$ cat src/hw/rtl/ftrb_pkg.sv
// Shared constants, types and wave tables of the tape tone ring buffer.
// Used by every file of the block; depends on nothing else.

package ftrb_pkg;

	localparam int RING_DEPTH = 16384;
	localparam int FAST_LEN   = 36;
	localparam int SLOW_LEN   = FAST_LEN + 1;

	localparam int ADDR_W     = $clog2(RING_DEPTH);
	localparam int CNT_W      = ADDR_W + 1;
	localparam int K_W        = $clog2(SLOW_LEN);
	localparam int SAMPLE_W   = 16;
	localparam int FILL_W     = 14;
	localparam int STATUS_W   = 3;
	localparam int CFG_IDX_W  = 2;
	localparam int CFG_DATA_W = 1;

	localparam logic [CNT_W-1:0]  DEPTH_C     = CNT_W'(RING_DEPTH);
	localparam logic [CNT_W-1:0]  LEN_FAST    = CNT_W'(FAST_LEN);
	localparam logic [CNT_W-1:0]  LEN_SLOW    = CNT_W'(SLOW_LEN);
	localparam logic [ADDR_W-1:0] FILL_HALF   = ADDR_W'(RING_DEPTH / 2);
	localparam logic [ADDR_W-1:0] FILL_3Q     = ADDR_W'((3 * RING_DEPTH) / 4);
	localparam logic [ADDR_W-1:0] FILL_1Q     = ADDR_W'(RING_DEPTH / 4);
	localparam logic [ADDR_W-1:0] PTR_LAST    = ADDR_W'(RING_DEPTH - 1);
	localparam logic [ADDR_W-1:0] CLEAR_LAST  = ADDR_W'(RING_DEPTH / 2 - 1);
	localparam logic [K_W-1:0]    K_LAST_FAST = K_W'(FAST_LEN - 1);
	localparam logic [K_W-1:0]    K_LAST_SLOW = K_W'(SLOW_LEN - 1);

	localparam logic [CFG_IDX_W-1:0] CFG_SOUND_ENABLE = CFG_IDX_W'(0);
	localparam logic [CFG_IDX_W-1:0] CFG_HYSTERESIS   = CFG_IDX_W'(1);

	typedef enum logic [1:0] {
		ACT_TONE,
		ACT_READ,
		ACT_FLUSH,
		ACT_ACTIVATE
	} action_t;

	typedef enum logic [1:0] {
		TONE_SPACE,
		TONE_MARK,
		TONE_LEADER,
		TONE_SILENCE
	} tone_t;

	typedef enum logic [STATUS_W-1:0] {
		STAT_WRITTEN,
		STAT_SKIPPED,
		STAT_FULL,
		STAT_SOUND_OFF,
		STAT_NOT_TONE
	} status_t;

	// One access to the sample ring: a write when we is set, otherwise a read.
	typedef struct packed {
		logic                we;
		logic [ADDR_W-1:0]   addr;
		logic [SAMPLE_W-1:0] wdata;
	} ring_req_t;

	// Selection of one wave table entry.
	typedef struct packed {
		logic           fast;
		logic           two;
		logic           silent;
		logic [K_W-1:0] k;
	} wave_sel_t;

	typedef logic [SLOW_LEN-1:0][SAMPLE_W-1:0] wave_tab_t;

	// Q30 fixed-point angles, with pi taken as the true value.
	localparam logic [63:0] Q30_ONE     = 64'd1073741824;
	localparam logic [63:0] Q30_PI      = 64'd3373259426;
	localparam logic [63:0] Q30_HALF_PI = 64'd1686629713;
	localparam logic [63:0] Q30_TWO_PI  = 64'd6746518852;

	localparam int TAYLOR_STEPS = 8;
	localparam int TAYLOR_DIV [TAYLOR_STEPS] = '{6, 20, 42, 72, 110, 156, 210, 272};

	// Unsigned quotient by restoring shift and subtract, for building the tables.
	// Evaluated during elaboration only.
	function automatic logic [63:0] const_quot(input logic [63:0] num, input logic [63:0] den);
		logic [63:0] q;
		logic [64:0] r;
		int i;
		q = '0;
		r = '0;
		for (i = 63; i >= 0; i--) begin
			r = {r[63:0], num[i]};
			if (r >= {1'b0, den}) begin
				r    = r - {1'b0, den};
				q[i] = 1'b1;
			end
		end
		return q;
	endfunction

	// One entry of round(6553.4 * sin(2 * c * 3.14159 * k / L)), in integer steps.
	// Evaluated during elaboration only.
	function automatic logic [SAMPLE_W-1:0] wave_point(input logic fast, input logic two,
		input int k);
		logic [63:0] num;
		logic [63:0] a;
		logic [63:0] x2;
		logic [63:0] term;
		logic [63:0] mag;
		logic [63:0] cyc;
		logic signed [63:0] sum;
		logic neg;
		int n;
		cyc = two ? 64'd2 : 64'd1;
		num = (64'd628318 * cyc * 64'(k)) << 30;
		if (fast) begin
			a = const_quot(num + 64'd50000 * 64'(FAST_LEN), 64'd100000 * 64'(FAST_LEN));
		end else begin
			a = const_quot(num + 64'd50000 * 64'(SLOW_LEN), 64'd100000 * 64'(SLOW_LEN));
		end
		if (a >= Q30_TWO_PI) a = a - Q30_TWO_PI;
		if (a >= Q30_TWO_PI) a = a - Q30_TWO_PI;
		neg = 1'b0;
		if (a > Q30_PI) begin
			a   = a - Q30_PI;
			neg = 1'b1;
		end
		if (a > Q30_HALF_PI) a = Q30_PI - a;
		x2   = (a * a) >> 30;
		term = a;
		sum  = signed'(a);
		for (n = 0; n < TAYLOR_STEPS; n++) begin
			term = const_quot((term * x2) >> 30, 64'(TAYLOR_DIV[n]));
			if (n[0] == 1'b0) begin
				sum = sum - signed'(term);
			end else begin
				sum = sum + signed'(term);
			end
		end
		if (sum < 0) sum = '0;
		mag = const_quot(unsigned'(sum) * 64'd65534 + 64'd5 * Q30_ONE, 64'd10 * Q30_ONE);
		if (mag > 64'd6554) mag = 64'd6554;
		return neg ? SAMPLE_W'(-mag) : SAMPLE_W'(mag);
	endfunction

	function automatic wave_tab_t wave_table(input logic fast, input logic two);
		wave_tab_t t;
		int k;
		for (k = 0; k < SLOW_LEN; k++) begin
			t[k] = (fast && k >= FAST_LEN) ? '0 : wave_point(fast, two, k);
		end
		return t;
	endfunction

	localparam wave_tab_t WAVE_SLOW_ONE = wave_table(1'b0, 1'b0);
	localparam wave_tab_t WAVE_SLOW_TWO = wave_table(1'b0, 1'b1);
	localparam wave_tab_t WAVE_FAST_ONE = wave_table(1'b1, 1'b0);
	localparam wave_tab_t WAVE_FAST_TWO = wave_table(1'b1, 1'b1);

endpackage

$ cat src/hw/rtl/ftrb_wave_rom.sv
// Constant sine tables for the four tone shapes, plus silence.
// Depends on ftrb_pkg for the tables and the selection type.

module ftrb_wave_rom import ftrb_pkg::*; (
	input  wave_sel_t           sel,
	output logic [SAMPLE_W-1:0] sample
);

	always_comb begin
		if (sel.silent || sel.k > K_LAST_SLOW) begin
			sample = '0;
		end else begin
			case ({sel.fast, sel.two})
				2'b00:   sample = WAVE_SLOW_ONE[sel.k];
				2'b01:   sample = WAVE_SLOW_TWO[sel.k];
				2'b10:   sample = WAVE_FAST_ONE[sel.k];
				2'b11:   sample = WAVE_FAST_TWO[sel.k];
				default: sample = '0;
			endcase
		end
	end

endmodule

$ cat config.mk
export PLATFORM = sky130hd
export DESIGN_NAME = ftrb_wave_rom
export DESIGN_NICKNAME = d
export VERILOG_FILES = /design/src/hw/rtl/ftrb_pkg.sv /design/src/hw/rtl/ftrb_wave_rom.sv
export SDC_FILE = /design/constraint.sdc
export NUM_CORES = 1
export LEC_CHECK = 0
export ABC_AREA = 1
export BUFFER_PORTS_ARGS = -buffer_cell sky130_fd_sc_hd__buf_2
export CAP_MARGIN = 15
export CORE_ASPECT_RATIO = 1.25
export CORE_MARGIN = 4
export CORE_UTILIZATION = 62
export DETAILED_ROUTE_END_ITERATION = 8
export GPL_TIMING_DRIVEN = 0
export PLACE_DENSITY_LB_ADDON = 0.15
export SLEW_MARGIN = 5
export SYNTH_ARGS = -nofsm -noshare
export SYNTH_HDL_FRONTEND = slang
export SYNTH_SLANG_ARGS = --single-unit
$ cat constraint.sdc
create_clock -name vclk -period 2.7
set_clock_uncertainty 0.15 [all_clocks]
set_input_delay 0.135 -clock vclk [all_inputs]
set_output_delay 0.135 -clock vclk [all_outputs]
set_load 0.05 [all_outputs]
==> impl_metrics.tcl, run 1 <==
set metrics [dict create \
    outcome "finished with violations" \
    violations "DRC" \
    fin_crit_ns 2.61 \
    final_layout_size_suffix_gt1_share_pct 15.3 \
    max_stage_delay_ns 0.26 \
    n_antenna_cell 0 \
    grt_pass1_vias 4567 \
    ios 25 \
    post-route-period-util_pct 96.6 \
    gp_congestion 1.27 \
    num-nets-final 693 \
    yosysSeqAreaShare_pct 0 \
    ant_nets 0 \
    worstMarginPinSlew_ns 0.607 \
    post_drt_wl_per_cell_um 21.9 \
    area_delta_synth_final_pct 8.12 \
    seq_area_um2 0 \
    dpl_cell_area_mm2 0.00327 \
    die_width_um 71.1 \
    fp.dieH_um 86.8 \
    fmax_mhz 384 \
    postRouteWirelength_um 15900 \
    grtUsageTotal_pct 51.3 \
    numPortBuffers 23 \
    ys_types 36 \
    post-synth-top-area-cell "nand2_1" \
    syn_avg_cell_area_um2 4.80 \
    slew_viol_final 0 \
    synth_common_cells "nand2_1, nand3_1, nor2_1, inv_1, a21oi_1" \
    timing.hold.worst.start "sel[6]" \
    power.density_mw_per_mm2 231 \
    synth.most_common_cell "nand2_1" \
    cp-start-kind "input port" \
    core_area_mm2 0.00476 \
    grt_pass1_wl_um 24400 \
    final-setup-viol-count 0 \
    clkbuf_count 0 \
    crit_slowest_cell "nor2_2" \
    drtPass1Iterations 9 \
    layout_setup_ws_ns 0.0925 \
    num_vias 5008 \
    dp_slack_ns -0.172 \
    initial_utilization_pct 64.7 \
    crit_fanout 11 \
    avgViaCountPerCell 6.89 \
    holdBufCountCts 0 \
    syn_nets 666 \
    hold_depth 5 \
    yosysWarnings 0 \
    hp-class "in2out" \
    fill_cells 503 \
    finalSetupTns_ns 0 \
    hpwl_um 11500 \
    dieArea_mm2 0.00617 \
    end_kind "output port" \
    antenna_found_initial 0 \
    yosys-top-cells-area "nand2_1, nand3_1, nor2_1" \
    cp.required_ns 2.41 \
    rows 28 \
    power_leakage_nw 1.87 \
    crit_chain "clkbuf_4 -> clkinvlp_4 -> buf_4 -> ha_1 -> nor2_2 -> nor2_1 -> nand2_1 -> nand3_1 -> nand3_1 -> nand2_1 -> nand2_1 -> nor2_1 -> nor2_1 -> buf_2" \
    synthCells 642 \
    ir_drop_uv 170 \
    whs_endpoint "sample[10]" \
    grt_max_degree 14 \
    max_slew_margin_pct 59.4 \
    cp.arrival_ns 2.32 \
    worst_hold_slack_ns 0.590 \
    multi_input_area_mm2 0.00264 \
    drc 127 \
    crit_type "in2out" \
    flops_and_latches 0 \
    overflow 0 \
    final_util_pct 69.9 \
    hold_viol 0 \
    max-cap-violations 0 \
    drt_iter0_drc 1161 \
    syn-cell-area_mm2 0.00308 \
    yosysTopAreaCellShare_pct 29.2 \
    rsz0062_at_grt "no" \
    final_area_mm2 0.00333 \
]
-- stage by stage --
stage | total power [mW] | instances
finish | 0.769 | 727
global route | 0.806 | 727
CTS | 0.701 | 727
detailed placement | 0.694 | 725
global placement | 0.691 | 725
floorplan | 0.502 | 642
-- placed cells by master (no fill, tap or decap), types with 7 or more instances in the layout --
cell	instances
nand3_1	120
nor2_1	84
o21ai_1	10
inv_1	38
buf_2	35
nand2_2	11
buf_6	9
ha_1	14
a21oi_1	19
nand2_1	239
o21ai_0	14
nand2_4	7
buf_4	13
-- layer usage --
layer	global-route usage (%)	wire length, um	vias to the layer above
li1	-	-	2117
met1	58.2	4960	2059
met2	74.3	6200	615
met3	26.5	3010	217
met4	34.5	1710	0
met5	0	0	-
-- worst max path at each step --
stage,from,slack (ns),endpoint,depth (start not counted)
global placement,sel[1],-0.13,sample[1],16
finish,sel[1],0.09,sample[6],14
floorplan,sel[1],0.19,sample[14],9
detailed placement,sel[1],-0.17,sample[0],17
global route,sel[1],0.04,sample[1],14
CTS,sel[0],0.04,sample[7],15
-- cell type report --
cell class / count / area share, %
repair buffers: 25 / 4.06
plain buffers: 39 / 8.52
well taps: 60 / 2.25
inverters: 48 / 5.82
multi-input cells: 555 / 79.3
-- repair_timing --
action,in CTS,in global routing
gates resized for setup,3,12
setup endpoints to repair,12,13
buffers inserted,2,0
-- power by group --
group / switching [mW] / internal (mW) / total, mW
sequential: 0 / 0 / 0
combinational: 0.557 / 0.212 / 0.769
clock: 0 / 0 / 0
total: 0.557 / 0.212 / 0.769
-- worst max-delay path: cells and delay by family --
family / cells / cell delay, ns
simple gates: 9 / 1.11
buf+inv: 4 / 0.83
fa+ha+maj: 1 / 0.23
-- cell families after synthesis --
family,count (synthesis),synth area share [%]
compound gates,59,11.2
simple gates,481,67.7
buf+inv,87,15.0
fa+ha+maj,15,6.09
Note: power is estimated with default switching activity, not from simulation.
==> inputs of run 2 (changes only) <==
--- a/config.mk
+++ b/config.mk
@@ -13,6 +13,7 @@
 export CORE_UTILIZATION = 62
 export DETAILED_ROUTE_END_ITERATION = 8
 export GPL_TIMING_DRIVEN = 0
+export MAX_ROUTING_LAYER = met4
 export PLACE_DENSITY_LB_ADDON = 0.15
 export SLEW_MARGIN = 5
 export SYNTH_ARGS = -nofsm -noshare
==> impl_metrics.tcl, run 2 (synthesized netlist as in run 1, its figures left out) <==
set metrics [dict create \
    cp-start-kind "input port" \
    core_area_mm2 0.00476 \
    outcome "finished with violations" \
    slew_viol_final 0 \
    ios 25 \
    finalNonFillerCells 726 \
    hpwl_um 10900 \
    dp_cells 725 \
    holdBufCountCts 0 \
    num-nets-final 692 \
    violations "DRC" \
    power.density_mw_per_mm2 228 \
    grt_max_degree 14 \
    grt_pass1_vias 4606 \
    end_kind "output port" \
    post_drt_wl_per_cell_um 20.7 \
    numPortBuffers 23 \
    crit_type "in2out" \
    flops_and_latches 0 \
    crit_fanout 8 \
    drtPass1Iterations 9 \
    antenna_found_initial 0 \
    layout_common_cells "nand2_1, nand3_1, nor2_1" \
    num_vias 4888 \
    final_common_cell "nand2_1" \
    drc 214 \
    n_antenna_cell 0 \
    ir_drop_uv 140 \
    overflow 0 \
    power_leakage_nw 1.87 \
    gp_congestion 1.41 \
    max_slew_margin_pct 63.1 \
    max-cap-violations 0 \
    rows 28 \
    crit_start "sel[0]" \
    final_layout_size_suffix_gt1_share_pct 15.5 \
    seq_area_um2 0 \
    hp-class "in2out" \
    crit_end "sample[11]" \
    dieArea_mm2 0.00617 \
    cp.required_ns 2.41 \
    fmax_mhz 384 \
    clkbuf_count 0 \
    cp.arrival_ns 2.32 \
    multi_input_area_mm2 0.00264 \
    die_width_um 71.1 \
    grtUsageTotal_pct 51.2 \
    ant_nets 0 \
    power_mw 0.756 \
    drt_iter0_drc 1430 \
    fp.dieH_um 86.8 \
    initial_utilization_pct 64.7 \
    fin_crit_ns 2.60 \
    final_util_pct 69.7 \
    area_delta_synth_final_pct 7.75 \
    worstMarginPinSlew_ns 0.552 \
    fill_cells 505 \
    avgViaCountPerCell 6.73 \
    hold_viol 0 \
    grt_pass1_wl_um 23900 \
    postRouteWirelength_um 15000 \
    post-route-period-util_pct 96.3 \
    final-setup-viol-count 0 \
]
-- run 2: cell count changes in the layout (fill, tap and decap cells not counted), sizes merged --
cell    delta
buf        -2
clkbuf     +1
-- run 2: per-layer routing --
metal	part of all wire, %	up-vias	wire, um	global-route usage, %
met2	37	555	5550	69.5
met4	13	0	1980	40.2
li1	-	2110	-	-
met5	0	-	0	-
met1	33	1985	4880	55.7
met3	17	238	2610	25.9
-- run 2: worst min path at each step --
| stage | startpoint | to | cells after the start |
|---|---|---|---|
| final | sel[6] | sample[10] | 5 |
| after global routing | sel[6] | sample[10] | 5 |
| after CTS | sel[6] | sample[10] | 5 |
| after detailed placement | sel[6] | sample[10] | 5 |
| after global placement | sel[6] | sample[10] | 5 |
| after floorplan | sel[6] | sample[10] | 3 |
-- run 2: power by group --
part | internal (mW) | switching, mW
sequential | 0 | 0
combinational | 0.212 | 0.544
clock | 0 | 0
total | 0.212 | 0.544
-- run 2: what timing repair did --
item | in CTS | in global routing
endpoints found under the hold margin | 0 | 0
resized for setup | 2 | 13
endpoints found under the setup margin | 5 | 13
setup buffers | 1 | 0
-- run 2: cell type report --
type / instances / share of cell area [%]
multi-input combinational: 555 / 79.6
buffer: 39 / 8.44
inverter: 48 / 5.76
timing repair buffer: 24 / 3.92
tap: 60 / 2.26
-- run 2: metrics by stage --
stage          setup WS, ns  setup TNS (ns)  area [um2]  hold WS (ns)
2_1_floorplan         0.188               0        3080         0.401
6_report             0.0990               0        3320         0.592
3_5_place_dp        -0.0802          -0.129        3270         0.591
3_3_place_gp        -0.0477         -0.0549        3270         0.576
4_1_cts              0.0361               0        3290         0.593
5_1_grt            -0.00767        -0.00767        3320         0.616
-- run 2: worst max-delay path: stages --
cell and delay (ns):
buf_2 0.13, buf_4 0.20, inv_2 0.12, ha_1 0.30
clkbuf_4 0.21, nor2_1 0.28, nor2_1 0.13, and2_1 0.15
nor2_1 0.11, o21ai_0 0.14, nor2_1 0.13, buf_2 0.27
==> inputs of run 3 (changes only) <==
--- a/config.mk
+++ b/config.mk
@@ -12,10 +12,10 @@
 export CORE_MARGIN = 4
 export CORE_UTILIZATION = 62
 export DETAILED_ROUTE_END_ITERATION = 8
-export GPL_TIMING_DRIVEN = 0
 export MAX_ROUTING_LAYER = met4
 export PLACE_DENSITY_LB_ADDON = 0.15
 export SLEW_MARGIN = 5
 export SYNTH_ARGS = -nofsm -noshare
 export SYNTH_HDL_FRONTEND = slang
 export SYNTH_SLANG_ARGS = --single-unit
+export TNS_END_PERCENT = 20
==> impl_metrics.tcl, run 3 (synthesized netlist as in run 1, its figures left out) <==
set metrics [dict create \
    outcome "finished with violations" \
    violations "DRC" \
    cp.required_ns 2.41 \
    dieArea_mm2 0.00617 \
    drtPass1Iterations 9 \
    n_antenna_cell 0 \
    ios 25 \
    overflow 0 \
    clkbuf_count 0 \
    post-route-period-util_pct 94.5 \
    grt_max_degree 31 \
    end_kind "output port" \
    hpwl_um 10400 \
    fmax_mhz 392 \
    antenna_found_initial 0 \
    avgViaCountPerCell 6.70 \
    rows 28 \
    fin_crit_ns 2.55 \
    clockPowerShare_pct 0 \
    grtUsageTotal_pct 47.1 \
    postRouteWirelength_um 14100 \
    final_util_pct 66.5 \
    max_slew_margin_pct 55.3 \
    slew_viol_final 0 \
    num_vias 4731 \
    holdBufCountCts 0 \
    combPwrFrac_pct 100.0 \
    grtUsageMet3_pct 13.6 \
    dpl_cell_area_mm2 0.00317 \
    p_sw_mw 0.519 \
    pwr-share-seq_pct 0 \
    grt_pass1_wl_um 22300 \
    p_int_mw 0.194 \
    grt_use_met2_pct 69.1 \
    die_width_um 71.1 \
    final-setup-viol-count 0 \
    cp-start-kind "input port" \
    finalSetupTns_ns 0 \
    core_area_mm2 0.00476 \
    ir_drop_uv 141 \
    numPortBuffers 25 \
    max-cap-violations 0 \
    worstMarginPinSlew_ns 0.668 \
    area_delta_synth_final_pct 2.84 \
    dp_slack_ns 0.271 \
    fp.dieH_um 86.8 \
    use_met1_pct 57.3 \
    power.density_mw_per_mm2 225 \
    seq_area_um2 0 \
    crit_type "in2out" \
    cp.arrival_ns 2.27 \
    initial_utilization_pct 64.7 \
    fill_cells 497 \
    hp-class "in2out" \
    rsz0062_at_grt "no" \
    sw_frac_of_total_pct 72.8 \
    final_common_cell "nand2_1" \
    drt_iter0_drc 1130 \
    flops_and_latches 0 \
    multi_input_area_mm2 0.00262 \
    crit_fanout 11 \
    ant_nets 0 \
    power_leakage_nw 1.79 \
    final_layout_size_suffix_gt1_share_pct 12.5 \
    hold_viol 0 \
    gp_congestion 1.25 \
    grt-busiest-layer "met2" \
    drc 7 \
    grt_pass1_vias 4236 \
    post_drt_wl_per_cell_um 19.9 \
    cts_setup_buffers 0 \
    layout_setup_ws_ns 0.149 \
    num-nets-final 672 \
    layout_common_cells "nand2_1, nand3_1, nor2_1" \
    final_area_mm2 0.00317 \
]
run 3: cell types whose count changed in the layout (fill, tap and decap cells not counted), moves of 3 or more:
| cell | previous run | this run |
|---|---|---|
| buf_2 | 34 | 25 |
| buf_6 | 8 | 0 |
| buf_4 | 13 | 16 |
| clkbuf_1 | 3 | 0 |
| clkbuf_4 | 3 | 0 |
| nor2_1 | 83 | 86 |
run 3: layout make-up:
| cell class | instances | area share, % |
|---|---|---|
| multi-input combinational | 555 | 82.7 |
| tap | 60 | 2.37 |
| timing repair buffer | 43 | 9.00 |
| inverter | 48 | 5.92 |
run 3: per-layer routing:
| layer | part of all wire, % | vias to the layer above | routed length [um] |
|---|---|---|---|
| li1 | - | 2072 | - |
| met2 | 40 | 530 | 5650 |
| met3 | 17 | 167 | 2360 |
| met4 | 9.7 | 0 | 1360 |
| met5 | 0 | - | 0 |
| met1 | 33 | 1962 | 4700 |
run 3: final timing paths:
path   endpoint   start  slack (ns)  cells after the start
max   sample[7]  sel[0]        0.15                     15
min   sample[9]  sel[6]        0.72                      6
run 3: power by group through the flow:
stage | Clock, mW | Combinational [mW] | Sequential [mW]
CTS | 0 | 0.668 | 0
floorplan | 0 | 0.502 | 0
global placement | 0 | 0.668 | 0
detailed placement | 0 | 0.666 | 0
finish | 0 | 0.714 | 0
global route | 0 | 0.759 | 0
run 3: metrics by stage:
stage / cells / hold WS, ns / power (mW)
after CTS: 706 / 0.712 / 0.668
after floorplan: 642 / 0.401 / 0.502
after global routing: 706 / 0.761 / 0.759
final: 706 / 0.717 / 0.714
after global placement: 706 / 0.700 / 0.668
after detailed placement: 706 / 0.708 / 0.666
run 3: repair_timing:
action,4_1_cts,5_1_grt
setup endpoints to repair,0,1
hold endpoints to repair,0,0
resized for setup,0,1
run 3: worst max-delay path, cell delays in order:
cell,delay (ns)
buf_2,0.11
buf_4,0.19
ha_1,0.24
nor2_1,0.54
inv_1,0.24
nand3_1,0.12
nand2_1,0.07
inv_1,0.05
nand2_1,0.05
nand2_1,0.06
nand2_1,0.05
nand2_1,0.05
nor2_1,0.05
nor2_1,0.06
buf_2,0.26
