[src/hw/rtl/ftrb_pkg.sv]
// Shared constants, types and wave tables of the tape tone ring buffer.
// Used by every file of the block; depends on nothing else.

package ftrb_pkg;

	localparam int RING_DEPTH = 16384;
	localparam int FAST_LEN   = 36;
	localparam int SLOW_LEN   = FAST_LEN + 1;

	localparam int ADDR_W     = $clog2(RING_DEPTH);
	localparam int CNT_W      = ADDR_W + 1;
	localparam int K_W        = $clog2(SLOW_LEN);
	localparam int SAMPLE_W   = 16;
	localparam int FILL_W     = 14;
	localparam int STATUS_W   = 3;
	localparam int CFG_IDX_W  = 2;
	localparam int CFG_DATA_W = 1;

	localparam logic [CNT_W-1:0]  DEPTH_C     = CNT_W'(RING_DEPTH);
	localparam logic [CNT_W-1:0]  LEN_FAST    = CNT_W'(FAST_LEN);
	localparam logic [CNT_W-1:0]  LEN_SLOW    = CNT_W'(SLOW_LEN);
	localparam logic [ADDR_W-1:0] FILL_HALF   = ADDR_W'(RING_DEPTH / 2);
	localparam logic [ADDR_W-1:0] FILL_3Q     = ADDR_W'((3 * RING_DEPTH) / 4);
	localparam logic [ADDR_W-1:0] FILL_1Q     = ADDR_W'(RING_DEPTH / 4);
	localparam logic [ADDR_W-1:0] PTR_LAST    = ADDR_W'(RING_DEPTH - 1);
	localparam logic [ADDR_W-1:0] CLEAR_LAST  = ADDR_W'(RING_DEPTH / 2 - 1);
	localparam logic [K_W-1:0]    K_LAST_FAST = K_W'(FAST_LEN - 1);
	localparam logic [K_W-1:0]    K_LAST_SLOW = K_W'(SLOW_LEN - 1);

	localparam logic [CFG_IDX_W-1:0] CFG_SOUND_ENABLE = CFG_IDX_W'(0);
	localparam logic [CFG_IDX_W-1:0] CFG_HYSTERESIS   = CFG_IDX_W'(1);

	typedef enum logic [1:0] {
		ACT_TONE,
		ACT_READ,
		ACT_FLUSH,
		ACT_ACTIVATE
	} action_t;

	typedef enum logic [1:0] {
		TONE_SPACE,
		TONE_MARK,
		TONE_LEADER,
		TONE_SILENCE
	} tone_t;

	typedef enum logic [STATUS_W-1:0] {
		STAT_WRITTEN,
		STAT_SKIPPED,
		STAT_FULL,
		STAT_SOUND_OFF,
		STAT_NOT_TONE
	} status_t;

	// One access to the sample ring: a write when we is set, otherwise a read.
	typedef struct packed {
		logic                we;
		logic [ADDR_W-1:0]   addr;
		logic [SAMPLE_W-1:0] wdata;
	} ring_req_t;

	// Selection of one wave table entry.
	typedef struct packed {
		logic           fast;
		logic           two;
		logic           silent;
		logic [K_W-1:0] k;
	} wave_sel_t;

	typedef logic [SLOW_LEN-1:0][SAMPLE_W-1:0] wave_tab_t;

	// Q30 fixed-point angles, with pi taken as the true value.
	localparam logic [63:0] Q30_ONE     = 64'd1073741824;
	localparam logic [63:0] Q30_PI      = 64'd3373259426;
	localparam logic [63:0] Q30_HALF_PI = 64'd1686629713;
	localparam logic [63:0] Q30_TWO_PI  = 64'd6746518852;

	localparam int TAYLOR_STEPS = 8;
	localparam int TAYLOR_DIV [TAYLOR_STEPS] = '{6, 20, 42, 72, 110, 156, 210, 272};

	// Unsigned quotient by restoring shift and subtract, for building the tables.
	// Evaluated during elaboration only.
	function automatic logic [63:0] const_quot(input logic [63:0] num, input logic [63:0] den);
		logic [63:0] q;
		logic [64:0] r;
		int i;
		q = '0;
		r = '0;
		for (i = 63; i >= 0; i--) begin
			r = {r[63:0], num[i]};
			if (r >= {1'b0, den}) begin
				r    = r - {1'b0, den};
				q[i] = 1'b1;
			end
		end
		return q;
	endfunction

	// One entry of round(6553.4 * sin(2 * c * 3.14159 * k / L)), in integer steps.
	// Evaluated during elaboration only.
	function automatic logic [SAMPLE_W-1:0] wave_point(input logic fast, input logic two,
		input int k);
		logic [63:0] num;
		logic [63:0] a;
		logic [63:0] x2;
		logic [63:0] term;
		logic [63:0] mag;
		logic [63:0] cyc;
		logic signed [63:0] sum;
		logic neg;
		int n;
		cyc = two ? 64'd2 : 64'd1;
		num = (64'd628318 * cyc * 64'(k)) << 30;
		if (fast) begin
			a = const_quot(num + 64'd50000 * 64'(FAST_LEN), 64'd100000 * 64'(FAST_LEN));
		end else begin
			a = const_quot(num + 64'd50000 * 64'(SLOW_LEN), 64'd100000 * 64'(SLOW_LEN));
		end
		if (a >= Q30_TWO_PI) a = a - Q30_TWO_PI;
		if (a >= Q30_TWO_PI) a = a - Q30_TWO_PI;
		neg = 1'b0;
		if (a > Q30_PI) begin
			a   = a - Q30_PI;
			neg = 1'b1;
		end
		if (a > Q30_HALF_PI) a = Q30_PI - a;
		x2   = (a * a) >> 30;
		term = a;
		sum  = signed'(a);
		for (n = 0; n < TAYLOR_STEPS; n++) begin
			term = const_quot((term * x2) >> 30, 64'(TAYLOR_DIV[n]));
			if (n[0] == 1'b0) begin
				sum = sum - signed'(term);
			end else begin
				sum = sum + signed'(term);
			end
		end
		if (sum < 0) sum = '0;
		mag = const_quot(unsigned'(sum) * 64'd65534 + 64'd5 * Q30_ONE, 64'd10 * Q30_ONE);
		if (mag > 64'd6554) mag = 64'd6554;
		return neg ? SAMPLE_W'(-mag) : SAMPLE_W'(mag);
	endfunction

	function automatic wave_tab_t wave_table(input logic fast, input logic two);
		wave_tab_t t;
		int k;
		for (k = 0; k < SLOW_LEN; k++) begin
			t[k] = (fast && k >= FAST_LEN) ? '0 : wave_point(fast, two, k);
		end
		return t;
	endfunction

	localparam wave_tab_t WAVE_SLOW_ONE = wave_table(1'b0, 1'b0);
	localparam wave_tab_t WAVE_SLOW_TWO = wave_table(1'b0, 1'b1);
	localparam wave_tab_t WAVE_FAST_ONE = wave_table(1'b1, 1'b0);
	localparam wave_tab_t WAVE_FAST_TWO = wave_table(1'b1, 1'b1);

endpackage

[src/hw/rtl/ftrb_if.sv]
// Handshake channels of the tape tone ring buffer: items in, results out, configuration.
// Depends on ftrb_pkg.

interface ftrb_item_if import ftrb_pkg::*; ();
	logic       valid;
	logic       ready;
	logic [1:0] action;
	logic [1:0] tone;

	modport source (output valid, output action, output tone, input ready);
	modport sink (input valid, input action, input tone, output ready);
endinterface

interface ftrb_result_if import ftrb_pkg::*; ();
	logic                       valid;
	logic                       ready;
	logic signed [SAMPLE_W-1:0] sample;
	logic                       sample_from_buffer;
	logic [STATUS_W-1:0]        status;
	logic [FILL_W-1:0]          fill_level;
	logic                       fast_mode;

	modport source (output valid, output sample, output sample_from_buffer,
		output status, output fill_level, output fast_mode, input ready);
	modport sink (input valid, input sample, input sample_from_buffer,
		input status, input fill_level, input fast_mode, output ready);
endinterface

interface ftrb_cfg_if import ftrb_pkg::*; ();
	logic                  valid;
	logic                  ready;
	logic [CFG_IDX_W-1:0]  index;
	logic [CFG_DATA_W-1:0] data;

	modport source (output valid, output index, output data, input ready);
	modport sink (input valid, input index, input data, output ready);
endinterface

[src/hw/rtl/ftrb_seq.sv]
// Sequencer of the tape tone ring buffer: speed decision, sample write loop,
// zeroing sweep, reads, configuration registers and the result register.
// Depends on ftrb_pkg and the channel interfaces in ftrb_if.

module ftrb_seq import ftrb_pkg::*; (
	input  logic                clk,
	input  logic                arst_n,
	ftrb_item_if.sink           items,
	ftrb_result_if.source       results,
	ftrb_cfg_if.sink            cfg,
	output ring_req_t           ring_req,
	input  logic [SAMPLE_W-1:0] ring_rdata,
	output wave_sel_t           wave_sel,
	input  logic [SAMPLE_W-1:0] wave_sample
);

	typedef enum logic [2:0] {
		ST_IDLE,
		ST_DECIDE,
		ST_WRITE,
		ST_CLEAR,
		ST_RDWAIT,
		ST_EMIT
	} state_t;

	state_t              state_q;
	tone_t               tone_q;
	logic                sound_q;
	logic                hyst_q;
	logic                speed_q;
	logic [ADDR_W-1:0]   fill_q;
	logic [ADDR_W-1:0]   rp_q;
	logic [ADDR_W-1:0]   wp_q;
	logic [ADDR_W-1:0]   cnt_q;
	logic [SAMPLE_W-1:0] sample_q;
	logic                from_buf_q;
	status_t             status_q;

	logic                out_valid_q;
	logic [SAMPLE_W-1:0] out_sample_q;
	logic                out_from_buf_q;
	status_t             out_status_q;
	logic [ADDR_W-1:0]   out_fill_q;
	logic                out_fast_q;

	logic                fast_n;
	logic [CNT_W-1:0]    len_sum;
	logic [CNT_W-1:0]    start_sum;
	logic [ADDR_W-1:0]   start_wrap;
	logic [ADDR_W-1:0]   wp_inc;
	logic [ADDR_W-1:0]   rp_inc;
	logic [K_W-1:0]      k_last;
	logic                item_acc;

	assign item_acc = items.valid && items.ready;

	// Speed mode as it stands once this tone item has looked at the fill.
	always_comb begin
		if (hyst_q) begin
			if (!speed_q && fill_q >= FILL_3Q) begin
				fast_n = 1'b1;
			end else if (speed_q && fill_q <= FILL_1Q) begin
				fast_n = 1'b0;
			end else begin
				fast_n = speed_q;
			end
		end else begin
			fast_n = (fill_q >= FILL_HALF);
		end
	end

	assign len_sum    = {1'b0, fill_q} + (fast_n ? LEN_FAST : LEN_SLOW);
	assign start_sum  = {1'b0, rp_q} + {1'b0, fill_q};
	assign start_wrap = (start_sum >= DEPTH_C) ? ADDR_W'(start_sum - DEPTH_C)
		: start_sum[ADDR_W-1:0];
	assign wp_inc     = (wp_q == PTR_LAST) ? '0 : wp_q + 1'b1;
	assign rp_inc     = (rp_q == PTR_LAST) ? '0 : rp_q + 1'b1;
	assign k_last     = speed_q ? K_LAST_FAST : K_LAST_SLOW;

	assign wave_sel.fast   = speed_q;
	assign wave_sel.two    = (tone_q != TONE_SPACE);
	assign wave_sel.silent = (tone_q == TONE_SILENCE);
	assign wave_sel.k      = cnt_q[K_W-1:0];

	assign ring_req.we    = (state_q == ST_WRITE) || (state_q == ST_CLEAR);
	assign ring_req.addr  = ring_req.we ? wp_q : rp_q;
	assign ring_req.wdata = (state_q == ST_WRITE) ? wave_sample : '0;

	assign items.ready = (state_q == ST_IDLE);
	assign cfg.ready   = 1'b1;

	assign results.valid              = out_valid_q;
	assign results.sample             = out_sample_q;
	assign results.sample_from_buffer = out_from_buf_q;
	assign results.status             = out_status_q;
	assign results.fill_level         = FILL_W'(out_fill_q);
	assign results.fast_mode          = out_fast_q;

	always_ff @(posedge clk or negedge arst_n) begin
		if (!arst_n) begin
			state_q        <= ST_IDLE;
			tone_q         <= TONE_SPACE;
			sound_q        <= 1'b0;
			hyst_q         <= 1'b0;
			speed_q        <= 1'b0;
			fill_q         <= '0;
			rp_q           <= '0;
			wp_q           <= '0;
			cnt_q          <= '0;
			sample_q       <= '0;
			from_buf_q     <= 1'b0;
			status_q       <= STAT_NOT_TONE;
			out_valid_q    <= 1'b0;
			out_sample_q   <= '0;
			out_from_buf_q <= 1'b0;
			out_status_q   <= STAT_NOT_TONE;
			out_fill_q     <= '0;
			out_fast_q     <= 1'b0;
		end else begin
			if (cfg.valid) begin
				if (cfg.index == CFG_SOUND_ENABLE) begin
					sound_q <= cfg.data[0];
				end else if (cfg.index == CFG_HYSTERESIS) begin
					hyst_q <= cfg.data[0];
				end
			end

			// The emit step reloads the result register itself.
			if (out_valid_q && results.ready && state_q != ST_EMIT) begin
				out_valid_q <= 1'b0;
			end

			case (state_q)
				ST_IDLE: begin
					if (item_acc) begin
						sample_q   <= '0;
						from_buf_q <= 1'b0;
						status_q   <= STAT_NOT_TONE;
						case (action_t'(items.action))
							ACT_TONE: begin
								tone_q  <= tone_t'(items.tone);
								wp_q    <= start_wrap;
								state_q <= ST_DECIDE;
							end
							ACT_READ: begin
								state_q <= (fill_q == '0) ? ST_EMIT : ST_RDWAIT;
							end
							ACT_FLUSH: begin
								fill_q  <= '0;
								state_q <= ST_EMIT;
							end
							ACT_ACTIVATE: begin
								wp_q    <= rp_q;
								cnt_q   <= '0;
								state_q <= ST_CLEAR;
							end
							default: state_q <= ST_EMIT;
						endcase
					end
				end
				ST_DECIDE: begin
					speed_q <= fast_n;
					cnt_q   <= '0;
					if (tone_q == TONE_LEADER && fast_n) begin
						status_q <= STAT_SKIPPED;
						state_q  <= ST_EMIT;
					end else if (!sound_q) begin
						fill_q   <= '0;
						status_q <= STAT_SOUND_OFF;
						state_q  <= ST_EMIT;
					end else if (len_sum >= DEPTH_C) begin
						status_q <= STAT_FULL;
						state_q  <= ST_EMIT;
					end else begin
						state_q <= ST_WRITE;
					end
				end
				ST_WRITE: begin
					wp_q   <= wp_inc;
					cnt_q  <= cnt_q + 1'b1;
					fill_q <= fill_q + 1'b1;
					if (cnt_q[K_W-1:0] == k_last) begin
						status_q <= STAT_WRITTEN;
						state_q  <= ST_EMIT;
					end
				end
				ST_CLEAR: begin
					wp_q  <= wp_inc;
					cnt_q <= cnt_q + 1'b1;
					if (cnt_q == CLEAR_LAST) begin
						fill_q  <= FILL_HALF;
						state_q <= ST_EMIT;
					end
				end
				ST_RDWAIT: begin
					sample_q   <= ring_rdata;
					from_buf_q <= 1'b1;
					rp_q       <= rp_inc;
					fill_q     <= fill_q - 1'b1;
					state_q    <= ST_EMIT;
				end
				ST_EMIT: begin
					if (!out_valid_q || results.ready) begin
						out_valid_q    <= 1'b1;
						out_sample_q   <= sample_q;
						out_from_buf_q <= from_buf_q;
						out_status_q   <= status_q;
						out_fill_q     <= fill_q;
						out_fast_q     <= speed_q;
						state_q        <= ST_IDLE;
					end
				end
				default: state_q <= ST_IDLE;
			endcase
		end
	end

	// An accepted item always keeps the sequencer busy for the next cycle.
	a_busy_after_accept: assert property (@(posedge clk) disable iff (!arst_n)
		item_acc |=> !items.ready)
		else $error("ftrb_seq: ready after an accepted transaction");

	// The speed mode only moves on the decision step of a tone item.
	a_speed_only_in_decide: assert property (@(posedge clk) disable iff (!arst_n)
		!$stable(speed_q) |-> $past(state_q == ST_DECIDE))
		else $error("ftrb_seq: speed mode changed outside a tone decision");

	// The read pointer only advances when a stored sample is popped.
	a_rp_only_on_pop: assert property (@(posedge clk) disable iff (!arst_n)
		!$stable(rp_q) |-> $past(state_q == ST_RDWAIT))
		else $error("ftrb_seq: read pointer moved without a pop");

	// A popped sample is never reported together with a tone status.
	a_pop_not_tone: assert property (@(posedge clk) disable iff (!arst_n)
		(out_valid_q && out_from_buf_q) |-> (out_status_q == STAT_NOT_TONE))
		else $error("ftrb_seq: buffered sample carries a tone status");

endmodule

[src/flat_wrapper.sv]
// flat-port wrapper written by rule: the top's interface ports become plain ports
module ftrb_seq_flat import ftrb_pkg::*;
  (clk, arst_n, ring_req, ring_rdata, wave_sel, wave_sample, items_valid, items_action, items_tone, items_ready, results_valid, results_sample, results_sample_from_buffer, results_status, results_fill_level, results_fast_mode, results_ready, cfg_valid, cfg_index, cfg_data, cfg_ready);
  ftrb_item_if items_i ();
  ftrb_result_if results_i ();
  ftrb_cfg_if cfg_i ();
  input  logic clk;
  input  logic arst_n;
  output ring_req_t ring_req;
  input  logic [SAMPLE_W-1:0] ring_rdata;
  output wave_sel_t wave_sel;
  input  logic [SAMPLE_W-1:0] wave_sample;
  input wire logic [$bits(items_i.valid)-1:0] items_valid;
  input wire logic [$bits(items_i.action)-1:0] items_action;
  input wire logic [$bits(items_i.tone)-1:0] items_tone;
  output wire logic [$bits(items_i.ready)-1:0] items_ready;
  output wire logic [$bits(results_i.valid)-1:0] results_valid;
  output wire logic [$bits(results_i.sample)-1:0] results_sample;
  output wire logic [$bits(results_i.sample_from_buffer)-1:0] results_sample_from_buffer;
  output wire logic [$bits(results_i.status)-1:0] results_status;
  output wire logic [$bits(results_i.fill_level)-1:0] results_fill_level;
  output wire logic [$bits(results_i.fast_mode)-1:0] results_fast_mode;
  input wire logic [$bits(results_i.ready)-1:0] results_ready;
  input wire logic [$bits(cfg_i.valid)-1:0] cfg_valid;
  input wire logic [$bits(cfg_i.index)-1:0] cfg_index;
  input wire logic [$bits(cfg_i.data)-1:0] cfg_data;
  output wire logic [$bits(cfg_i.ready)-1:0] cfg_ready;
  assign items_i.valid = items_valid;
  assign items_i.action = items_action;
  assign items_i.tone = items_tone;
  assign items_ready = items_i.ready;
  assign results_valid = results_i.valid;
  assign results_sample = results_i.sample;
  assign results_sample_from_buffer = results_i.sample_from_buffer;
  assign results_status = results_i.status;
  assign results_fill_level = results_i.fill_level;
  assign results_fast_mode = results_i.fast_mode;
  assign results_i.ready = results_ready;
  assign cfg_i.valid = cfg_valid;
  assign cfg_i.index = cfg_index;
  assign cfg_i.data = cfg_data;
  assign cfg_ready = cfg_i.ready;
  ftrb_seq u_core (.clk(clk), .arst_n(arst_n), .items(items_i), .results(results_i), .cfg(cfg_i), .ring_req(ring_req), .ring_rdata(ring_rdata), .wave_sel(wave_sel), .wave_sample(wave_sample));
endmodule
[config.mk]
export PLATFORM = sky130hd
export DESIGN_NAME = ftrb_seq_flat
export DESIGN_NICKNAME = d
export VERILOG_FILES = /design/src/hw/rtl/ftrb_pkg.sv /design/src/hw/rtl/ftrb_if.sv /design/src/hw/rtl/ftrb_seq.sv /design/src/flat_wrapper.sv
export SDC_FILE = /design/constraint.sdc
export NUM_CORES = 1
export LEC_CHECK = 0
export BUFFER_PORTS_ARGS = -buffer_cell sky130_fd_sc_hd__buf_2
export CAP_MARGIN = 30
export CORE_ASPECT_RATIO = 2
export CORE_MARGIN = 5
export CORE_UTILIZATION = 55
export CTS_BUF_LIST = sky130_fd_sc_hd__clkbuf_8
export DETAILED_ROUTE_END_ITERATION = 16
export HOLD_SLACK_MARGIN = 0.12
export PLACE_DENSITY = 0.79
export SLEW_MARGIN = 20
export SYNTH_ARGS = -nofsm -noshare
export SYNTH_HDL_FRONTEND = slang
export SYNTH_SLANG_ARGS = --single-unit
[constraint.sdc]
create_clock -name clk -period 3.6 [get_ports clk]
set_input_delay 0.18 -clock clk [delete_from_list [all_inputs] [get_ports clk]]
set_output_delay 0.18 -clock clk [all_outputs]
set_load 0.1 [all_outputs]
==> impl_metrics.env, run 1 <==
export IMPL_outcome="finished clean"
export IMPL_crit_top_cell="nor2_1"
export IMPL_setup_ws_ns=0.433
export IMPL_rrSetupSlack_ns=0.43
export IMPL_cp_top_family="simple AND/OR/NAND/NOR gates"
export IMPL_clock_latency_ns=0.45
export IMPL_hold_path_class="input port to asynchronous set/reset pin"
export IMPL_initial_core_util_pct=56.3
export IMPL_hold_viol=0
export IMPL_antenna_found_initial=0
export IMPL_place_gp_congestion=0.912
export IMPL_fmax_mhz=316
export IMPL_wl_per_cell_um=19.1
export IMPL_grt_max_degree=73
export IMPL_first_iter_violations=388
export IMPL_grt_overflow=0
export IMPL_drive_gt1_share_pct=25.1
export IMPL_vias=6353
export IMPL_fin_crit_ns=3.17
export IMPL_path_clk_slew_ns=0.08
export IMPL_fin_crit_sh_pct=88.0
export IMPL_synth_edf_count=0
export IMPL_core_area_um2=12600
export IMPL_viasPerCell=6.10
export IMPL_wirelength_um=19900
export IMPL_leakagePower_nw=4.29
export IMPL_crit_required_ns=3.94
export IMPL_placedCellCount=985
export IMPL_grt_pass1_wl_um=32700
export IMPL_row_count=58
export IMPL_post_cts_resize_count=0
export IMPL_r2r_start="u_core.state_q[1]$_DFFE_PN0P_"
export IMPL_hpwlAfterDp_um=14900
export IMPL_worstSetupPathType="flop to flop"
export IMPL_die_w_um=90.4
export IMPL_gr_usage_all_layers_pct=26.2
export IMPL_path_max_fanout=21
export IMPL_die_area_um2=15400
export IMPL_start_kind="flop"
export IMPL_placed_area_um2=7850
export IMPL_yosys_cell_count_top_type="dfrtp_1"
export IMPL_syn_nets=817
export IMPL_ctsHoldBuffers=24
export IMPL_syn2layout_area_growth_pct=19.8
export IMPL_rsz0062_at_grt="false"
export IMPL_ys_async_sr_fraction_pct=100
export IMPL_synth_seq_cells=120
export IMPL_crit_arrival_ns=3.51
export IMPL_yosys_warnings=0
export IMPL_cts_root_buf="clkbuf_8"
export IMPL_post_place_ws_ns=0.542
export IMPL_yosys_top_cells_area="dfrtp_1 (42%), mux2_2 (6.5%), ha_1 (6.0%)"
export IMPL_finalSetupViolations=0
export IMPL_io_buffers=120
export IMPL_fin_area_um2=8520
export IMPL_nets=959
export IMPL_ant_nets=0
export IMPL_die_h_um=171
export IMPL_r2r_cells=11
export IMPL_num_antenna_cells=0
export IMPL_dr_pass1_iters=9
export IMPL_skew_ns=0.0106
export IMPL_r2r_end="u_core.fill_q[12]$_DFFE_PN0P_"
export IMPL_numCtsBuffers=17
export IMPL_tritoncts="yes"
export IMPL_synth_yosys_seq_area_share_pct=42.3
export IMPL_ys_top_cells_by_count="dfrtp_1 (118), nand2_1 (91), nor2_1 (53), mux2_2 (41), o21ai_0 (36)"
export IMPL_slew_headroom_pct=39.3
export IMPL_clock_path_buffers=2
export IMPL_end_kind="flop"
export IMPL_fillers=1027
export IMPL_grt_pass1_vias=6743
export IMPL_cts_max_level=4
export IMPL_synth_top_cell_area_share_pct=41.5
export IMPL_maxCapViolCount=0
export IMPL_synth_area_per_cell_um2=9.64
export IMPL_path_cells="nor2_2 > nand2_1 > inv_2 > ha_1 > a211oi_1 > nor2_1 > nor4_1 > nor2_1 > a221oi_1 > xnor2_1 > a22o_1"
export IMPL_synth_flop_cell="dfrtp_1"
export IMPL_io_pins=122
export IMPL_fin_cells=1042
export IMPL_synth_area_leader_cell="dfrtp_1"
export IMPL_p_per_area_nw_per_um2=390
export IMPL_max_vdd_ir_drop_mv=0.524
export IMPL_tightest_slew_ns=0.902
export IMPL_critPathSlowestCell="dfrtp_1"
export IMPL_slew_viol_final=0
export IMPL_yosysUniqueCellTypes=71
export IMPL_cts_sinks=120
export IMPL_synthCells=737
export IMPL_syn_cell_area_um2=7110
export IMPL_crit_buf_inv=1
export IMPL_route_detailed_drc=0
export IMPL_slowest_delay_ns=0.49
export IMPL_post_cts_buffers=0
[layout by cell type (no fill, tap or decap), drive strengths merged, types with 11 or more instances in the layout]
| cell type | instances |
|---|---|
| nand4 | 13 |
| a22o | 29 |
| a21o | 12 |
| nand2b | 11 |
| buf | 137 |
| dfrtp | 118 |
| inv | 27 |
| and2 | 20 |
| dlygate4sd3 | 24 |
| a21oi | 32 |
| nand3 | 22 |
| o21ai | 43 |
| xor2 | 23 |
| xnor2 | 22 |
| mux2 | 41 |
| nand2 | 91 |
| clkbuf | 17 |
| nor2 | 54 |
| ha | 34 |
[report_power, final]
group / switching, W / internal [W] / total, W
clock: 0.000663 / 0.000590 / 0.00125
sequential: 0.0000627 / 0.00139 / 0.00146
combinational: 0.000466 / 0.000149 / 0.000615
[worst max path at each step]
stage                     slack (ns)  cells past startpoint                             to                     startpoint
after floorplan             -0.00006                      7                   ring_req[16]  u_core.state_q[1]$_DFFE_PN0P_
after global placement          0.64                     11  u_core.fill_q[13]$_DFFE_PN0P_  u_core.state_q[1]$_DFFE_PN0P_
after detailed placement        0.54                     11  u_core.fill_q[13]$_DFFE_PN0P_  u_core.state_q[1]$_DFFE_PN0P_
after CTS                       0.51                     11  u_core.fill_q[12]$_DFFE_PN0P_  u_core.state_q[1]$_DFFE_PN0P_
after global routing            0.20                     11  u_core.fill_q[12]$_DFFE_PN0P_  u_core.state_q[1]$_DFFE_PN0P_
final                           0.43                     11  u_core.fill_q[12]$_DFFE_PN0P_  u_core.state_q[1]$_DFFE_PN0P_
[logic make-up after synthesis]
logic type / Yosys count / synth area share, %
AO/OA/AOI/OAI: 172 / 16.4
XOR/XNOR: 45 / 5.55
flip-flops: 120 / 42.3
AND/OR/NAND/NOR: 262 / 18.5
other: 1 / 0.0528
buffers and inverters: 55 / 3.54
adder cells (fa/ha/maj): 36 / 6.55
multiplexers: 46 / 7.20
[final cells by class]
class,instances,area (um2),area share [%]
Clock inverter,15,176,2.07
Multi-Input combinational cell,562,3850,45.2
Timing Repair Buffer,161,996,11.7
Sequential cell,120,3010,35.3
Inverter,17,63.8,0.749
Clock buffer,17,234,2.75
Tap cell,150,188,2.20
[metal layers]
layer	wire length [um]	global-route usage, %	share of wire, %	vias to the layer above
li1	-	-	-	2935
met3	833	4.84	4.2	87
met1	6730	25.9	34	3103
met4	1290	18.0	6.4	0
met2	11100	48.6	56	228
met5	0	0	0	-
[registers in the layout (all words and copies together), names as in the netlist, 2 cells and up]
register,cells
u_core.tone_q,2
u_core.wp_q,14
u_core.state_q,3
u_core.status_q,3
u_core.sample_q,16
u_core.rp_q,14
u_core.results.status,3
u_core.results.fill_level,14
u_core.cnt_q,14
u_core.fill_q,14
u_core.results.sample,16
[worst reg2reg max path: stages, from the launching register on]
cell and delay (ns):
dfrtp_1 0.49, nor2_2 0.24, nand2_1 0.14, inv_2 0.31, ha_1 0.36, a211oi_1 0.29, nor2_1 0.12, nor4_1 0.38
nor2_1 0.12, a221oi_1 0.31, xnor2_1 0.11, a22o_1 0.20
[stage by stage]
step	util, %	TNS [ns]	hold slack, ns	total power, W
floorplan	-	-0.000128	-0.116	0.00192
global placement	62.0	0	0.372	0.00206
detailed placement	62.1	0	0.382	0.00207
CTS	67.3	0	0.189	0.00334
global route	67.4	0	0.205	0.00345
finish	67.4	0	0.206	0.00332
(Power assumes the default switching activity.)
==> run 2, diff against run 1 <==
- RECOVER_POWER: unset -> 25
==> impl_metrics.env, run 2 (synthesis gave the netlist of run 1 again) <==
export IMPL_skew_ns=0.00998
export IMPL_clock_path_buffers=2
export IMPL_fin_crit_sh_pct=87.8
export IMPL_cts_root_buf="clkbuf_8"
export IMPL_maxCapViolCount=1
export IMPL_p_per_area_nw_per_um2=391
export IMPL_grt_pass1_vias=6743
export IMPL_rrSetupSlack_ns=0.44
export IMPL_crit_arrival_ns=3.50
export IMPL_tightest_slew_ns=1.68
export IMPL_path_max_fanout=21
export IMPL_worstSetupPathType="flop to flop"
export IMPL_dr_pass1_iters=6
export IMPL_grt_overflow=0
export IMPL_slew_viol_final=32
export IMPL_gr_usage_all_layers_pct=26.2
export IMPL_critPathSlowestCell="dfrtp_1"
export IMPL_initial_core_util_pct=56.3
export IMPL_placed_area_um2=7850
export IMPL_tritoncts="yes"
export IMPL_die_h_um=171
export IMPL_hold_path_class="input port to flop"
export IMPL_crit_start="u_core.state_q[1]$_DFFE_PN0P_"
export IMPL_fmax_mhz=316
export IMPL_rsz0062_at_grt="false"
export IMPL_r2r_end="u_core.fill_q[12]$_DFFE_PN0P_"
export IMPL_r2r_start="u_core.state_q[1]$_DFFE_PN0P_"
export IMPL_crit_top_cell="nor2_1"
export IMPL_row_count=58
export IMPL_cts_max_level=4
export IMPL_io_pins=122
export IMPL_fin_crit_ns=3.16
export IMPL_ant_nets=0
export IMPL_setup_worst_path_end="u_core.fill_q[12]$_DFFE_PN0P_"
export IMPL_outcome="finished, violations left"
export IMPL_die_w_um=90.4
export IMPL_finalSetupViolations=0
export IMPL_route_detailed_drc=0
export IMPL_crit_required_ns=3.94
export IMPL_grt_max_degree=73
export IMPL_start_kind="flop"
export IMPL_path_cells="nor2_2 > nand2_1 > inv_2 > ha_1 > a211oi_1 > nor2_1 > nor4_1 > nor2_1 > a221oi_1 > xnor2_1 > a22o_1"
export IMPL_hold_viol=0
export IMPL_numCtsBuffers=17
export IMPL_wl_per_cell_um=19.2
export IMPL_num_antenna_cells=0
export IMPL_wirelength_um=20000
export IMPL_total_power_w=0.00332
export IMPL_viasPerCell=6.11
export IMPL_syn2layout_area_growth_pct=19.4
export IMPL_violations="capacitance limit, slew limit"
export IMPL_drive_gt1_share_pct=25.0
export IMPL_hpwlAfterDp_um=14900
export IMPL_slowest_delay_ns=0.49
export IMPL_antenna_found_initial=0
export IMPL_placedCellCount=985
export IMPL_r2r_cells=11
export IMPL_setup_ws_ns=0.438
export IMPL_post_cts_resize_count=0
export IMPL_first_iter_violations=403
export IMPL_grt_pass1_wl_um=32700
export IMPL_leakagePower_nw=4.28
export IMPL_layout_commonest_cell="buf_2"
export IMPL_end_kind="flop"
export IMPL_core_area_um2=12600
export IMPL_nets=959
export IMPL_cts_sinks=120
export IMPL_max_vdd_ir_drop_mv=0.524
export IMPL_final_cell_mix="buf_2 (119), dfrtp_1 (118), nand2_1 (91)"
export IMPL_fin_tns_setup_ns=0
export IMPL_post_place_ws_ns=0.542
export IMPL_slew_headroom_pct=-11.7
export IMPL_fin_cells=1042
export IMPL_vias=6367
export IMPL_die_area_um2=15400
export IMPL_io_buffers=120
export IMPL_path_clk_slew_ns=0.08
export IMPL_fin_area_um2=8480
export IMPL_place_gp_congestion=0.912
export IMPL_clock_latency_ns=0.45
[run 2: cell count changes in the layout (fill, tap and decap cells not counted)]
cell      delta
buf_12       -2
clkbuf_1     +1
clkbuf_2     +2
buf_4        -1
[run 2: metal layers]
| layer | vias to the layer above | routed length [um] | GRT usage (%) |
|---|---|---|---|
| li1 | 2932 | - | - |
| met1 | 3122 | 6840 | 25.9 |
| met2 | 226 | 11100 | 48.6 |
| met3 | 87 | 837 | 4.84 |
| met4 | 0 | 1270 | 18.0 |
| met5 | - | 0 | 0 |
[run 2: critical path: cells and delay by family (launching register included)]
family	cells	cell delay [ns]
simple gates	5	0.99
compound gates	3	0.80
flops	1	0.49
fa+ha+maj	1	0.35
buf+inv	1	0.31
xor+xnor	1	0.11
[run 2: what timing repair did]
item	4_1_cts	5_1_grt
setup buffers	0	0
endpoints found under the hold margin	92	0
hold buffers	24	0
[run 2: per-stage QoR]
step	hold WS, ns	utilization, %
5_1_grt	0.205	67.2
6_report	0.208	67.2
3_3_place_gp	0.372	62.0
3_5_place_dp	0.382	62.1
4_1_cts	0.189	67.3
2_1_floorplan	-0.116	-
[run 2: report_power, final]
| group | switching, W | leakage (nW) | internal (W) |
|---|---|---|---|
| combinational | 0.000466 | 2.47 | 0.000145 |
| sequential | 0.0000630 | 1.59 | 0.00139 |
| clock | 0.000663 | 0.208 | 0.000590 |
| total | 0.00119 | 4.28 | 0.00213 |
[run 2: final cells by class]
cell class	instances	area, um2
multi-input combinational	562	3850
fill	1029	4140
tap	150	188
clock buffer	17	234
clock inverter	15	176
sequential	120	3010
timing repair buffer	161	962
inverter	17	63.8
[run 2: worst min path at each step]
stage / from / to / slack, ns / cells after the start
2_1_floorplan: arst_n / u_core.cnt_q[0]$_DFFE_PN0P_ / -0.12 / 0
3_3_place_gp: arst_n / u_core.wp_q[9]$_DFFE_PN0P_ / 0.37 / 1
3_5_place_dp: arst_n / u_core.wp_q[9]$_DFFE_PN0P_ / 0.38 / 1
4_1_cts: items_valid / u_core.status_q[2]$_DFFE_PN1P_ / 0.19 / 3
5_1_grt: items_valid / u_core.tone_q[1]$_DFFE_PN0P_ / 0.21 / 3
6_report: items_valid / u_core.tone_q[1]$_DFFE_PN0P_ / 0.21 / 3
==> run 3, diff against run 2 <==
- BUFFER_PORTS_ARGS: -buffer_cell sky130_fd_sc_hd__buf_2 -> -buffer_cell sky130_fd_sc_hd__clkbuf_2
- CORE_UTILIZATION: 55 -> 59
- PLACE_DENSITY: 0.79 -> 0.84
==> impl_metrics.env, run 3 (synthesis gave the netlist of run 1 again) <==
export IMPL_core_area_um2=11800
export IMPL_grtUsageMet2_pct=51.2
export IMPL_fin_crit_ns=3.38
export IMPL_final_cell_mix="clkbuf_2 (120), dfrtp_1 (118), nand2_1 (91)"
export IMPL_multi_input_area_um2=3850
export IMPL_regArea_um2=3010
export IMPL_placedCellCount=979
export IMPL_post_route_util_pct=71.5
export IMPL_fillers=888
export IMPL_r2r_cells=11
export IMPL_initial_core_util_pct=60.4
export IMPL_leakagePower_nw=4.21
export IMPL_r2r_start="u_core.state_q[1]$_DFFE_PN0P_"
export IMPL_finalSetupViolations=0
export IMPL_die_h_um=165
export IMPL_layout_commonest_cell="clkbuf_2"
export IMPL_io_buffers=120
export IMPL_grt_overflow=0
export IMPL_crit_required_ns=3.93
export IMPL_tightest_slew_ns=1.45
export IMPL_ant_nets=0
export IMPL_grtUsageMet3_pct=4.92
export IMPL_start_kind="flop"
export IMPL_clock_latency_ns=0.44
export IMPL_r2r_end="u_core.fill_q[12]$_DFFE_PN0P_"
export IMPL_die_w_um=87.6
export IMPL_p_per_area_nw_per_um2=385
export IMPL_fin_cells=1034
export IMPL_vias=6406
export IMPL_cts_max_level=4
export IMPL_fin_crit_sh_pct=93.8
export IMPL_row_count=56
export IMPL_grt_pass1_vias=6580
export IMPL_die_area_um2=14500
export IMPL_drive_gt1_share_pct=24.7
export IMPL_num_antenna_cells=0
export IMPL_clock_path_buffers=2
export IMPL_maxCapViolCount=0
export IMPL_outcome="finished clean"
export IMPL_io_pins=122
export IMPL_max_vdd_ir_drop_mv=0.440
export IMPL_crit_start="u_core.state_q[1]$_DFFE_PN0P_"
export IMPL_wirelength_um=19900
export IMPL_wl_per_cell_um=19.2
export IMPL_hold_viol=0
export IMPL_antenna_found_initial=0
export IMPL_path_clk_slew_ns=0.08
export IMPL_tritoncts="yes"
export IMPL_hpwlAfterDp_um=14900
export IMPL_viasPerCell=6.20
export IMPL_groute_layer_met1_usage_pct=29.6
export IMPL_route_detailed_drc=0
export IMPL_end_kind="flop"
export IMPL_top_usage_layer="met2"
export IMPL_hold_path_class="input port to flop"
export IMPL_worstSetupPathType="flop to flop"
export IMPL_path_max_fanout=21
export IMPL_rrSetupSlack_ns=0.22
export IMPL_numCtsBuffers=17
export IMPL_rsz0062_at_grt="false"
export IMPL_place_gp_congestion=0.920
export IMPL_slew_headroom_pct=3.09
export IMPL_dr_pass1_iters=5
export IMPL_grt_pass1_wl_um=32200
export IMPL_syn2layout_area_growth_pct=18.4
export IMPL_setup_worst_path_end="u_core.fill_q[12]$_DFFE_PN0P_"
export IMPL_skew_ns=0.0118
export IMPL_grt_max_degree=71
export IMPL_nets=956
export IMPL_first_iter_violations=489
export IMPL_gr_usage_all_layers_pct=28.4
export IMPL_post_cts_resize_count=0
export IMPL_cts_sinks=120
export IMPL_cts_root_buf="clkbuf_8"
export IMPL_slew_viol_final=0
export IMPL_fmax_mhz=296
export IMPL_post_cts_buffers=0
export IMPL_crit_arrival_ns=3.70
-- run 3: area by class of cell --
class	instances	share of cell area (%)
Clock buffer	17	2.78
Tap cell	145	2.16
Sequential cell	120	35.7
Inverter	17	0.758
Timing Repair Buffer	158	11.1
Clock inverter	15	1.68
Multi-Input combinational cell	562	45.8
-- run 3: how the worst min path moves through the flow --
stage                       startpoint                          end  cells after the start
after global placement          arst_n   u_core.wp_q[9]$_DFFE_PN0P_                      1
final                     cfg_index[1]   u_core.sound_q$_DFFE_PN0P_                      3
after detailed placement        arst_n   u_core.wp_q[8]$_DFFE_PN0P_                      1
after global routing      cfg_index[1]   u_core.sound_q$_DFFE_PN0P_                      3
after CTS                 cfg_index[1]   u_core.sound_q$_DFFE_PN0P_                      3
after floorplan                 arst_n  u_core.cnt_q[0]$_DFFE_PN0P_                      0
-- run 3: metal layers --
metal | vias up | share of wire [%]
met5 | - | 0
met4 | 0 | 6.6
met3 | 95 | 5.2
met2 | 270 | 55
met1 | 3109 | 33
li1 | 2932 | -
-- run 3: per-stage QoR --
stage               total power, W  worst slack [ns]  setup TNS [ns]  hold WS, ns  instance area [um2]
floorplan                  0.00192        -0.0000642       -0.000128       -0.116                 7110
global placement           0.00205             0.525               0        0.335                 7820
detailed placement         0.00207             0.331               0        0.359                 7820
CTS                        0.00325             0.302               0        0.126                 8420
global route               0.00336            0.0521               0        0.131                 8410
finish                     0.00324             0.222               0        0.140                 8410
-- run 3: report_power, final --
| group | switching (W) | total, W | internal (W) |
|---|---|---|---|
| combinational | 0.000467 | 0.000609 | 0.000143 |
| clock | 0.000611 | 0.00117 | 0.000559 |
| sequential | 0.0000634 | 0.00146 | 0.00139 |
| total | 0.00114 | 0.00324 | 0.00210 |
-- run 3: worst max-delay path, stage by stage (launching register included) --
cell and delay, ns:
dfrtp_1 0.49, nor2_2 0.27, nand2_1 0.25, inv_2 0.37
ha_1 0.37, a211oi_1 0.30, nor2_1 0.13, nor4_1 0.38
nor2_1 0.11, a221oi_1 0.30, xnor2_1 0.10, a22o_1 0.19
-- run 3: what timing repair did --
item / in CTS / in global routing
hold buffers: 22 / 0
endpoints found under the setup margin: 0 / 0
hold endpoints to repair: 87 / 0
